File: config.mk
export PLATFORM = sky130hd
export DESIGN_NAME = signed_decimal_digit_writer_top
export DESIGN_NICKNAME = d
export VERILOG_FILES = /design/src/sdw_pkg.sv /design/src/sdw_bcd.sv /design/src/signed_decimal_digit_writer_top.sv
export SDC_FILE = /design/constraint.sdc
export NUM_CORES = 1
export LEC_CHECK = 0
export BUFFER_PORTS_ARGS = -buffer_cell sky130_fd_sc_hd__buf_2
export CAP_MARGIN = 30
export CORE_UTILIZATION = 61
export CTS_BUF_LIST = sky130_fd_sc_hd__clkbuf_2 sky130_fd_sc_hd__clkbuf_4 sky130_fd_sc_hd__clkbuf_8
export DETAILED_ROUTE_END_ITERATION = 8
export GPL_ROUTABILITY_DRIVEN = 0
export PLACE_DENSITY = 0.9
export RECOVER_POWER = 100
export SYNTH_ARGS = -nofsm -noshare
export SYNTH_HDL_FRONTEND = slang
export SYNTH_SLANG_ARGS = --single-unit
export TNS_END_PERCENT = 30
File: constraint.sdc
create_clock -name clk -period 4.4 [get_ports clk]
set_input_delay 0.66 -clock clk [delete_from_list [all_inputs] [get_ports clk]]
set_output_delay 0.66 -clock clk [all_outputs]
set_load 0.01 [all_outputs]
File: src/sdw_pkg.sv
package sdw_pkg;

  // Widths fixed by the item format.
  localparam int NUM_W = 32;
  localparam int POS_W = 4;
  localparam int ADDR_W = 4;
  localparam int DATA_W = 8;

  // Decimal digits needed for the largest 32-bit magnitude.
  localparam int BCD_DIGITS = 10;
  localparam int BCD_W = BCD_DIGITS * 4;

  // Default number of digit registers on the display driver.
  localparam int DEF_DIGIT_COUNT = 8;

  // Driver register and data codes.
  localparam logic [ADDR_W-1:0] DECODE_REG = 4'd9;
  localparam logic [DATA_W-1:0] MINUS_CODE = 8'h0A;
  localparam logic [DATA_W-1:0] ALL_DECODED = 8'hFF;
  localparam logic [DATA_W-1:0] NONE_DECODED = 8'h00;

  // Input word: one value to print.
  typedef struct packed {
    logic [POS_W-1:0]        start_position;
    logic signed [NUM_W-1:0] number;
  } sdw_in_t;

  // Output word: one driver register write.
  typedef struct packed {
    logic [ADDR_W-1:0] reg_address;
    logic [DATA_W-1:0] reg_data;
    logic              last_write;
  } sdw_out_t;

  // Control from the sequencer to the BCD converter.
  typedef struct packed {
    logic start;
    logic pop;
  } sdw_conv_ctrl_t;

  // Status from the BCD converter.
  typedef struct packed {
    logic       done;
    logic [3:0] top_digit;
  } sdw_conv_sts_t;

endpackage

File: src/sdw_bcd.sv
module sdw_bcd import sdw_pkg::*; (
  input  logic                 clk,
  input  logic                 rst,
  input  sdw_conv_ctrl_t       ctrl,
  input  logic [NUM_W-1:0]     magnitude,
  output sdw_conv_sts_t        sts
);

  localparam int CNT_W = $clog2(NUM_W);

  logic             busy;
  logic [CNT_W-1:0] bit_cnt;
  logic [NUM_W-1:0] bin;
  logic [BCD_W-1:0] bcd;
  logic [BCD_W-1:0] adj;

  // Add three to every BCD digit of five or more before the next shift.
  always_comb begin
    for (int i = 0; i < BCD_DIGITS; i++) begin
      adj[4*i +: 4] = (bcd[4*i +: 4] >= 4'd5) ? bcd[4*i +: 4] + 4'd3 : bcd[4*i +: 4];
    end
  end

  // Conversion control: one binary bit enters per cycle.
  always_ff @(posedge clk) begin
    if (rst) begin
      busy <= 1'b0;
      bit_cnt <= '0;
    end else if (ctrl.start) begin
      busy <= 1'b1;
      bit_cnt <= '0;
    end else if (busy) begin
      bit_cnt <= bit_cnt + 1'b1;
      if (bit_cnt == CNT_W'(NUM_W - 1)) begin
        busy <= 1'b0;
      end
    end
  end

  // Shift registers: the binary value shifts into the BCD digits, and
  // finished digits leave from the top one at a time.
  always_ff @(posedge clk) begin
    if (ctrl.start) begin
      bin <= magnitude;
      bcd <= '0;
    end else if (busy) begin
      bcd <= {adj[BCD_W-2:0], bin[NUM_W-1]};
      bin <= {bin[NUM_W-2:0], 1'b0};
    end else if (ctrl.pop) begin
      bcd <= {bcd[BCD_W-5:0], 4'd0};
    end
  end

  assign sts.done = ~busy;
  assign sts.top_digit = bcd[BCD_W-1 -: 4];

endmodule

File: src/signed_decimal_digit_writer_top.sv
// Prints a signed 32-bit value on a seven-segment display driver as a run of
// register writes: decode mode to all digits, an optional minus, the decimal
// digits from the given position downward, and finally the configured decode
// mode. The 32-step bit-serial binary-to-BCD conversion runs under the header
// and sign writes. After it the sequencer steps through each of the ten BCD
// digits, leading zeros included, and then makes the closing write. A new input
// word is taken only once the previous run has finished.
module signed_decimal_digit_writer_top import sdw_pkg::*; #(
  parameter int DIGIT_COUNT = DEF_DIGIT_COUNT
) (
  input  logic     clk,
  input  logic     rst,
  input  logic     in_valid,
  output logic     in_stall,
  input  sdw_in_t  in_data,
  output logic     out_valid,
  input  logic     out_stall,
  output sdw_out_t out_data,
  input  logic     cfg_we,
  input  logic     cfg_data
);

  typedef enum logic [2:0] {
    S_IDLE,
    S_HDR,
    S_SIGN,
    S_WAIT,
    S_DIGIT,
    S_TAIL
  } state_t;

  state_t         state;
  logic [POS_W-1:0] pos;
  logic           neg;
  logic           started;
  logic [3:0]     dig_left;
  logic           decode_all;

  logic           accept;
  logic           out_free;
  logic           emit_now;
  logic           advance;
  logic           load_out;
  logic [POS_W-1:0] pos_in;
  logic [NUM_W-1:0] magnitude;
  sdw_conv_ctrl_t conv_ctrl;
  sdw_conv_sts_t  conv_sts;

  // Configuration register.
  always_ff @(posedge clk) begin
    if (rst) begin
      decode_all <= 1'b0;
    end else if (cfg_we) begin
      decode_all <= cfg_data;
    end
  end

  // Input handshake, position clamp and magnitude.
  assign in_stall = (state != S_IDLE);
  assign accept = in_valid & ~in_stall;
  assign pos_in = (in_data.start_position > POS_W'(DIGIT_COUNT)) ?
                  POS_W'(DIGIT_COUNT) : in_data.start_position;
  assign magnitude = in_data.number[NUM_W-1] ? (~in_data.number + 1'b1) : in_data.number;

  // A digit is shown once a nonzero digit has appeared, or for the units
  // digit, and only while a position remains.
  assign out_free = ~out_valid | ~out_stall;
  assign emit_now = (started | (conv_sts.top_digit != 4'd0) | (dig_left == 4'd1)) &
                    (pos != '0);
  assign advance = ~emit_now | out_free;

  // The output register takes a new word in these cases.
  assign load_out = out_free & ((state == S_HDR) |
                                ((state == S_SIGN) & neg & (pos != '0)) |
                                ((state == S_DIGIT) & emit_now) |
                                (state == S_TAIL));

  assign conv_ctrl.start = accept;
  assign conv_ctrl.pop = (state == S_DIGIT) & advance;

  sdw_bcd u_bcd (
    .clk       (clk),
    .rst       (rst),
    .ctrl      (conv_ctrl),
    .magnitude (magnitude),
    .sts       (conv_sts)
  );

  // Sequencer and output register.
  always_ff @(posedge clk) begin
    if (rst) begin
      state <= S_IDLE;
      out_valid <= 1'b0;
      started <= 1'b0;
    end else begin
      out_valid <= load_out | (out_valid & out_stall);
      unique case (state)
        S_IDLE: begin
          if (accept) begin
            pos <= pos_in;
            neg <= in_data.number[NUM_W-1];
            state <= S_HDR;
          end
        end
        S_HDR: begin
          if (out_free) begin
            out_data <= '{reg_address: DECODE_REG, reg_data: ALL_DECODED, last_write: 1'b0};
            state <= S_SIGN;
          end
        end
        S_SIGN: begin
          if (neg && pos != '0) begin
            if (out_free) begin
              out_data <= '{reg_address: pos, reg_data: MINUS_CODE, last_write: 1'b0};
              pos <= pos - 1'b1;
              state <= S_WAIT;
            end
          end else begin
            state <= S_WAIT;
          end
        end
        S_WAIT: begin
          if (conv_sts.done) begin
            dig_left <= 4'(BCD_DIGITS);
            started <= 1'b0;
            state <= S_DIGIT;
          end
        end
        S_DIGIT: begin
          if (advance) begin
            if (emit_now) begin
              out_data <= '{reg_address: pos, reg_data: {4'd0, conv_sts.top_digit},
                            last_write: 1'b0};
              pos <= pos - 1'b1;
            end
            started <= started | (conv_sts.top_digit != 4'd0);
            dig_left <= dig_left - 1'b1;
            if (dig_left == 4'd1) begin
              state <= S_TAIL;
            end
          end
        end
        S_TAIL: begin
          if (out_free) begin
            out_data <= '{reg_address: DECODE_REG,
                          reg_data: decode_all ? ALL_DECODED : NONE_DECODED,
                          last_write: 1'b1};
            state <= S_IDLE;
          end
        end
        default: state <= S_IDLE;
      endcase
    end
  end

  // The converter is never mid-conversion while a new word can be taken.
  a_idle_conv_done: assert property (@(posedge clk) disable iff (rst)
    (state == S_IDLE) |-> conv_sts.done)
    else $error("converter busy while sequencer idle");

  // The closing write is always the decode-mode register.
  a_last_is_decode: assert property (@(posedge clk) disable iff (rst)
    (out_valid && out_data.last_write) |-> (out_data.reg_address == DECODE_REG))
    else $error("last write not to decode-mode register");

  // Digit register writes carry a BCD digit or the minus code.
  a_digit_data: assert property (@(posedge clk) disable iff (rst)
    (out_valid && out_data.reg_address != DECODE_REG) |->
    (out_data.reg_data <= MINUS_CODE))
    else $error("bad data on digit register write");

  // Digit writes never target position zero.
  a_pos_nonzero: assert property (@(posedge clk) disable iff (rst)
    out_valid |-> (out_data.reg_address != '0))
    else $error("write to position zero");

endmodule
# After elaboration in Yosys (flattened, before gate mapping)
# Index checks and enable logic that the tools add are counted.
word_totals:
  register_bits: 106
  latch_bits: 0
  ramBits: 0
  mem_bits_ro: 0
  input_bits: 42
  output_inout_bits: 15
  wordCells: 143
  n_memories: 0
classes:
  n_addsub: 14
  mul: 0
  div: 0
  n_lt_le_gt_ge: 11
  n_eq_ne: 17
  n_shift: 0
  mux: 48
  n_bitwise: 22
  reduce_logical: 17
ops:
  columns: ["op", "n"]
  rows:
  - ["32-bit 2-to-1 mux", 3]
  - ["40-bit 2-to-1 mux", 2]
  - ["13-bit 2-to-1 mux", 6]
  - ["4-bit 2-to-1 mux", 17]
  - ["13-bit case mux with 4 select lines", 1]
  - ["4-bit by 3-bit greater-or-equal comparator with 1-bit output (second input constant)", 10]
  - ["4-bit by 2-bit adder with 4-bit output (second input constant)", 9]
  - ["32-bit by 1-bit adder with 32-bit output (second input constant)", 1]
  - ["32-bit NOT", 1]
  - ["3-bit 2-to-1 mux", 9]
  - ["3-bit case mux with 6 select lines", 1]
  - ["2-bit inequality test (second input constant)", 8]
  - ["7-bit AND reduction", 2]
  - ["4-bit case mux with 3 select lines", 1]
  - ["4-bit nonzero test", 3]
  - ["1-bit AND", 8]
  - ["8-bit 2-to-1 mux", 1]
  - ["1-bit bitwise OR", 8]
  - ["4-bit case mux with 2 select lines", 1]
  - ["8-bit AND reduction", 1]
  - ["4-bit by 1-bit subtractor with 4-bit output (second input constant)", 2]
  - ["3-bit by 2-bit == test with 1-bit output (second input constant)", 2]
  - ["3-bit == test (second input constant)", 2]
  - ["3-bit AND reduction", 2]
  - ["17 further kinds", 28]

# Logic depth before layout (Yosys ltp)
# Gate-level depths: netlist of run 1.
logic_depth:
  depth_word: 9
  ltp_mapped: 8
  mapped_depth_nobuf: 7

# Hierarchy
# Synthesis of run 1 repeated with hierarchy kept, for this count alone.
unflattened:
  hier_cells: 662
  hier_area_um2: 6621.4
by_module_without_submodules:
  columns: ["mod", "n_inst", "cells_per_inst", "area_per_inst_um2", "seq_area_each_um2"]
  rows:
  - ["sdw_bcd", 1, 437, 4584.4, 1881.8]
  - ["signed_decimal_digit_writer_top", 1, 225, 2037.0, 690.7]

# Least setup slack after synthesis of run 1
# OpenSTA, ideal clock, no wires.
synth_timing:
  path_type: "input to register"
  startpoint: "input port in_valid"
  endpoint: "register u_bcd.bin[0] (enable)"
  setup_ns: 0.478
  arrival_time_ns: 1.846
  setup_slack_ns: 2.076
  stages: 4
  cell_sequence: "nand2_1 -> clkbuf_1 -> clkbuf_1 -> nand2_1"
synth_via:
  elab_chain_cells: 2
synth_lines:
  columns: ["element", "line", "text"]
  rows:
  - ["start: declaration", "signed_decimal_digit_writer_top.sv:13", "input logic in_valid,"]
  - ["1-bit AND", "signed_decimal_digit_writer_top.sv:60", "assign accept = in_valid & ~in_stall;"]
  - ["2-bit nonzero test (no source line)", null, null]
  - ["end signal: assignment", "sdw_bcd.sv:44", "bin <= magnitude;"]
  - ["end signal: assignment", "sdw_bcd.sv:48", "bin <= {bin[NUM_W-2:0], 1'b0};"]
  - ["end: declaration", "sdw_bcd.sv:13", "logic [NUM_W-1:0] bin;"]
# No other way between the ends.
# A chain may end at the register's enable or synchronous reset.

# Worst setup path after layout of run 1
layout_timing:
  startpoint: "register state[0]"
  endpoint: "register u_bcd.bin[28] (data pin)"
layout_via:
  elab_chain_cells: 4
layout_lines:
  columns: ["element", "line", "text"]
  rows:
  - ["start: declaration", "signed_decimal_digit_writer_top.sv:32", "state_t state;"]
  - ["start signal: assignment", "signed_decimal_digit_writer_top.sv:92", "state <= S_IDLE;"]
  - ["start signal: assignment", "signed_decimal_digit_writer_top.sv:102", "state <= S_HDR;"]
  - ["start signal: assignment", "signed_decimal_digit_writer_top.sv:108", "state <= S_SIGN;"]
  - ["3-bit nonzero test", "signed_decimal_digit_writer_top.sv:59", "assign in_stall = (state != S_IDLE);"]
  - ["1-bit NOT", "signed_decimal_digit_writer_top.sv:60", null]
  - ["1-bit AND", "signed_decimal_digit_writer_top.sv:60", null]
  - ["32-bit 2-to-1 mux", "sdw_bcd.sv:43", "if (ctrl.start) begin"]
# No other way between the ends.

==> metrics.md, run 1 <==
| Metric | Value |
|---|---|
| Status | finished with violations |
| Failing checks | capacitance limit, slew limit |
| Worst r2r src | state[0]$_SDFFE_PP0P_ |
| Final core utilization | 68.34% |
| Pwr dens | about 430 mW/mm² |
| Cells after DPL | 855 |
| Final period util | between 70% and 80% |
| Postcts setup bufs | 0 |
| R2R Setup Slk | 1.14 ns |
| Post-synthesis xor/xnor area fraction | 6.324% |
| Drt pass-1 iters | 5 |
| WL/cell | 15.39 µm |
| Fillers | 786 |
| Share of layout cells above drive strength 1 | 9.350% |
| Vias per std cell | a little over 6 |
| Hold path endpoint | u_bcd.bcd[37]$_SDFFE_PP0P_ |
| Skew final | about 0.012 ns |
| Synth area leader | edfxtp_1 |
| Port bufs | 56 |
| Synth top area share | 24.57% |
| Die Ht | 103.1 µm |
| N_diodes | 0 |
| Hold-critical path depth | 2 |
| Adder and majority gate portion of the synthesized area | 5.421% |
| Post-layout net count | around 800 |
| Unique cell type count in the Yosys netlist | 51 |
| Global-route wire length before repair | ~22000 µm |
| Via Count | 5322 |
| Clk root buf | clkbuf_8 |
| HP Class | reg2reg |
| Clock slew at reported path FFs | 0.11 ns |
| RSZ-0062 raised after global routing | no |
| All-Layer GR Usage | 26.78% |
| Syn_nets | ~770 |
| Max frequency | 306.4 MHz |
| Synthesized instance count | 698 |
| DRC viols | 0 |
| Worst Setup Start Kind | flip-flop |
| Clock tree buffer depth | 2 |
| Mux contribution to synthesized area | roughly 4.8% |
| Clk Latency, worst-skew pair | 0.38 ns |
| Slew Viols, Final | 89 |
| Highest net fanout along the worst path | 50 |
| Cts hold-fix bufs | 0 |
| Routed WL | between 10000 and 15000 µm |
| Post-DP HPWL | 9102 µm |
| Crit path DAT | 3.36 ns |
| FF-to-FF path depth | 4 |
| Clock sinks | approximately 100 |
| Iteration-0 DRC count of the detailed router | 384 |
| Largest net degree at the start of global routing | 51 |
| Crit Path Class | reg2reg |
| Starting Density | 63.47% |
| Slew margin rel. | -6.621% |
| Worst EP required | between 4 and 5 ns |
| Synth top area cells | edfxtp_1, dfxtp_1, a21oi_1 |
| # rows | 36 |
| Post-route insts no fill | 871 |
| Initial antenna violation count | 0 |
| Synthesis-to-finish area growth | 7.669% |
| Worst-Margin Slew | 1.599 ns |
| Synth Area in Compound Gates | a little under a fifth |
| Gr ovfl total | 0 |
| I/O pin total | between 50 and 60 |
| Max VDD drop | roughly 0.23 mV |
| Synth Area per Inst | 8.929 µm² |
| H-tree Lvls | 3 |
| Post-CTS sizing | 0 |
| CTS tree | built |
| Number of global-route vias before repair | 4868 |
| Antenna viol nets, final | 0 |
| Core region area | just under 0.01 mm² |
| Worst reg2reg path endpoint | u_bcd.bin[28]$_DFFE_PP_ |
| Syn Std Cell Area | 0.006232 mm² |
| Largest family of logic cells by synthesized area | compound AO/OA/AOI/OAI gates |
| EDFF count, synth | 51 |
| TNS Setup | 0 ns |
| Sequential area share after synthesis | 41.28% |
| Asr flop ratio synth | 0% |
| CTS buffer count | 9 |
| Die area | 0.01063 mm² |
| Die width | 103.1 µm |
| Hold path start | u_bcd.bcd[37]$_SDFFE_PP0P_ |
| Final setup viols | 0 |
| Crit. End Element | flip-flop |
| Maxcap violations | 2 |
| Leak | approximately 2.6 nW |
| Synth Area in Simple Gates | between 15 and 20% |
| Ys flop type | dfxtp_1 |
| Final Critical Period | roughly 3.3 ns |
| Flip-flop and latch count after synthesis | just over 100 |
| Final hold vios | 0 |
| Synth Warn # | 0 |
## cell type report
type                            count  area (µm²)  share of cell area (%)
Multi-Input combinational cell    526        3361                   50.08
Sequential cell                   103        2572                   38.34
Timing Repair Buffer               62       290.3                   4.326
Tap cell                          133       166.4                   2.480
Clock buffer                        9       123.9                   1.846
Inverter                           31       116.4                   1.734
Clock inverter                      7       80.08                   1.193
## metrics by stage
stage,hold slack [ns],power (W),instance area (µm²),setup slack [ns]
2_1_floorplan,0.4482,0.002044,6232,2.076
3_3_place_gp,0.4575,0.002205,6561,1.781
3_5_place_dp,0.4789,0.002269,6561,1.696
4_1_cts,0.4922,0.002894,6765,1.791
5_1_grt,0.5173,0.003070,6710,0.8276
6_report,0.4918,0.002887,6710,1.136
## sequential cells by signal (all words and copies together) (netlist names)
signal and cells:
u_bcd.bin 32, u_bcd.busy 1, out_data 10, out_valid 1, u_bcd.bit_cnt 5, state 3, dig_left 4, neg 1
decode_all 1, pos 4, started 1, u_bcd.bcd 40
## critical path, cell delays in order, from the launching register on
cell and delay (ns):
dfxtp_1 0.62, nor3_1 0.18, nand2_1 1.15, clkbuf_1 0.76, o21ai_0 0.26
## synthesized netlist by cell type, drive strengths merged (10+ instances only)
library cell and n:
xor2 30, nand3b 13, ha 27, dfxtp 52
a21oi 78, buf 11, nor3 32, mux2i 21
nand2b 18, o21ai 62, inv 31, xnor2 15
edfxtp 51, o41ai 10, clkbuf 27, nor3b 10
nor2 27, nand2 79
## cells by family after synthesis
logic type,count (synthesis)
and+or+nand+nor,224
adders and majority gates,27
buffers and inverters,69
muxes,29
AOI/OAI and AO/OA,201
DFF,103
xor gates and xnor gates,45
## where the power goes
| group | total [W] | leakage [nW] | internal [W] | switching [W] |
|---|---|---|---|---|
| sequential | 0.00138 | 0.909 | 0.00122 | 0.000162 |
| combinational | 0.000881 | 1.55 | 0.000371 | 0.000510 |
| clock | 0.000626 | 0.102 | 0.000271 | 0.000355 |
| total | 0.00289 | 2.56 | 0.00186 | 0.00103 |
## how the worst max path moves through the flow
stage	from	end	slack (ns)	cells after the start
after detailed placement	in_data[0]	u_bcd.bin[28]$_DFFE_PP_	1.70	8
final	state[0]$_SDFFE_PP0P_	u_bcd.bin[28]$_DFFE_PP_	1.14	4
after floorplan	in_valid	u_bcd.bin[0]$_SDFFCE_PN0P_	2.08	4
after global placement	in_data[12]	u_bcd.bin[17]$_DFFE_PP_	1.78	6
after global routing	state[0]$_SDFFE_PP0P_	u_bcd.bin[28]$_DFFE_PP_	0.83	4
after CTS	pos[0]$_DFFE_PP_	dig_left[0]$_SDFFCE_PN0P_	1.79	6
## per-layer routing
| metal | global-route usage, % | part of all wire, % | up-vias |
|---|---|---|---|
| met5 | 0 | 0 | - |
| met4 | 11.59 | 1.8 | 0 |
| met3 | 3.390 | 5.6 | 21 |
| met2 | 46.36 | 50 | 207 |
| met1 | 33.62 | 43 | 2500 |
| li1 | - | - | 2594 |
## cells in the final DEF, fill, tap and decap left out, types with 6 or more instances in the layout
cell | Yosys | layout
nand2_1 | 78 | 79
a21oi_1 | 77 | 77
o21ai_0 | 62 | 62
dfxtp_1 | 52 | 52
edfxtp_1 | 51 | 51
buf_2 | 3 | 39
nor3_1 | 32 | 32
inv_1 | 31 | 31
xor2_1 | 30 | 30
nor2_1 | 27 | 27
ha_1 | 27 | 27
mux2i_1 | 21 | 21
clkbuf_1 | 27 | 20
nand2b_1 | 18 | 18
xnor2_1 | 15 | 15
nand3b_1 | 13 | 13
nor3b_1 | 10 | 10
o41ai_1 | 10 | 10
a211o_1 | 9 | 9
a211oi_1 | 9 | 9
clkbuf_8 | 0 | 9
o31ai_1 | 8 | 8
and3b_1 | 8 | 8
mux2_2 | 8 | 8
a21boi_0 | 8 | 8
nand3_1 | 7 | 7
nand4_1 | 6 | 6
(Power assumes the default switching activity.)
==> run 2, diff against run 1 <==
Clock period 4.4 ns to 3.08 ns, I/O delays scaled along.
==> run 2 against run 1 <==
Net effect: the flow now finishes without violations; setup slack worse by 0.76 ns; sequential share of layout area down 0.18 points; clock skew up 0.0050 ns; via count down 1.8%; critical endpoint is now dig_left[0]$_SDFFCE_PN0P_; largest cell class unchanged.
==> metrics.md, run 2 (synthesis results as in run 1) <==
| Metric | Value |
|---|---|
| Die Ht | 103.1 µm |
| # rows | 36 |
| RSZ-0062 raised after global routing | no |
| Slowest library cell on the worst path | a21oi_1 |
| Starting Density | 63.47% |
| Clock slew at reported path FFs | ~0.090 ns |
| Cts hold-fix bufs | 0 |
| Post-CTS sizing | 0 |
| Final period util | a little under 90% |
| Max VDD drop | 0.2911 mV |
| Crit. End Element | flip-flop |
| Share of layout cells above drive strength 1 | 10.39% |
| Vias per std cell | between 5 and 6 |
| Max frequency | 369.4 MHz |
| Crit path DAT | 2.74 ns |
| Post-DP HPWL | 9150 µm |
| Fillers | between 700 and 800 |
| Worst-Margin Slew | 1.337 ns |
| N_diodes | 0 |
| WL/cell | 15.09 µm |
| Highest net fanout along the worst path | 23 |
| Core region area | 0.009819 mm² |
| Drt pass-1 iters | 5 |
| Number of global-route vias before repair | 4912 |
| Most frequent cells in the layout | nand2_1, a21oi_1, o21ai_0, dfxtp_1, edfxtp_1 |
| CTS tree | built |
| Biggest regs | u_bcd.bcd (40), u_bcd.bin (32), out_data (10) |
| Die width | 103.1 µm |
| Clk Latency, worst-skew pair | around 0.38 ns |
| Postcts setup bufs | 0 |
| I/O pin total | 57 |
| Final Critical Period | roughly 2.7 ns |
| Top reg by flops | u_bcd.bcd |
| Gr ovfl total | 0 |
| Fin worst setup slack | between 0.3 and 0.4 ns |
| Pwr dens | between 600 and 700 mW/mm² |
| Port bufs | between 50 and 60 |
| Largest net degree at the start of global routing | 49 |
| Clock tree buffer depth | 2 |
| Final setup viols | 0 |
| Max reg flops | 40 |
| Slew margin rel. | 10.88% |
| All-Layer GR Usage | a little over a quarter |
| Die area | 0.01063 mm² |
| Status | finished clean |
| Maxcap violations | 0 |
| HP Class | in2reg |
| Via Count | ~5200 |
| Skew final | ~0.017 ns |
| Clock sinks | 103 |
| Global-route wire length before repair | 21990 µm |
| Worst Setup Start Kind | flip-flop |
| TNS Setup | 0 ns |
| Initial antenna violation count | 0 |
| Antenna viol nets, final | 0 |
| Final hold vios | 0 |
| Dpl ws | ~0.56 ns |
| Worst EP required | 3.11 ns |
| Crit path cell chain | inv_1, ha_1, or4b_4, o211ai_2, nand2_2, clkbuf_2, a21oi_1 |
| Crit Path Class | reg2reg |
| DRC viols | 0 |
| Routed WL | 13190 µm |
| Post-layout net count | a little over 800 |
| Slew Viols, Final | 0 |
| Area of the multi-input gates | 0.003374 mm² |
| FF+latch area | between 0.002 and 0.003 mm² |
| Clk root buf | clkbuf_8 |
| Iteration-0 DRC count of the detailed router | 301 |
| H-tree Lvls | 3 |
| CP peak stage delay | 0.53 ns |
| Synthesis-to-finish area growth | 8.191% |
| Tot Pwr | 0.004122 W |
| Leak | 2.581 nW |
| CTS buffer count | 9 |
==> run 2: changes by cell type in the layout (fill, tap and decap cells not counted), sizes merged <==
cell,delta
clkbuf,+6
inv,-3
buf,+1
clkinvlp,-1
==> run 2: worst max-delay path: cells and delay by family, from the launching register on <==
kind,cells,cell delay [ns]
AOI/OAI and AO/OA,2,0.76
buffers and inverters,2,0.55
and+or+nand+nor,2,0.54
DFF,1,0.35
adders and majority gates,1,0.15
==> run 2: per-stage QoR <==
step,area (µm²),hold slack [ns],instances,util [%]
4_1_cts,6788,0.3413,874,69.13
5_1_grt,6743,0.3598,874,68.67
3_5_place_dp,6584,0.4656,858,67.05
3_3_place_gp,6584,0.4615,858,67.05
6_report,6743,0.3342,874,68.67
2_1_floorplan,6232,0.4482,698,-
==> run 2: layout make-up <==
| type | count | share of cell area, % |
|---|---|---|
| clock buffers | 13 | 2.375 |
| well taps | 133 | 2.468 |
| inverters | 31 | 1.726 |
| clock inverters | 3 | 0.6495 |
| flip-flops and latches | 103 | 38.15 |
| multi-input cells | 526 | 50.05 |
| repair buffers | 65 | 4.583 |
==> run 2: final timing paths <==
check	from	end	cells past startpoint	slack, ns
setup / recovery	u_bcd.bcd[36]$_SDFFE_PP0P_	dig_left[0]$_SDFFCE_PN0P_	7	0.37
hold / removal	cfg_data	decode_all$_SDFFE_PP0P_	3	0.33
setup reg to reg	u_bcd.bcd[36]$_SDFFE_PP0P_	dig_left[0]$_SDFFCE_PN0P_	7	0.37
hold reg to reg	started$_SDFFE_PP0P_	started$_SDFFE_PP0P_	2	0.48
==> run 2: routing by layer <==
metal	up-vias	wire length, µm	track usage (%)
met5	-	0	0
met4	0	219	10.62
met3	22	647	4.339
met2	162	6550	45.38
met1	2459	5769	32.73
li1	2585	-	-
==> run 2: power by group <==
| part | internal (W) | switching [W] | total (W) |
|---|---|---|---|
| Sequential | 0.00174 | 0.000234 | 0.00197 |
| Clock | 0.000426 | 0.000458 | 0.000885 |
| Combinational | 0.000537 | 0.000726 | 0.00126 |
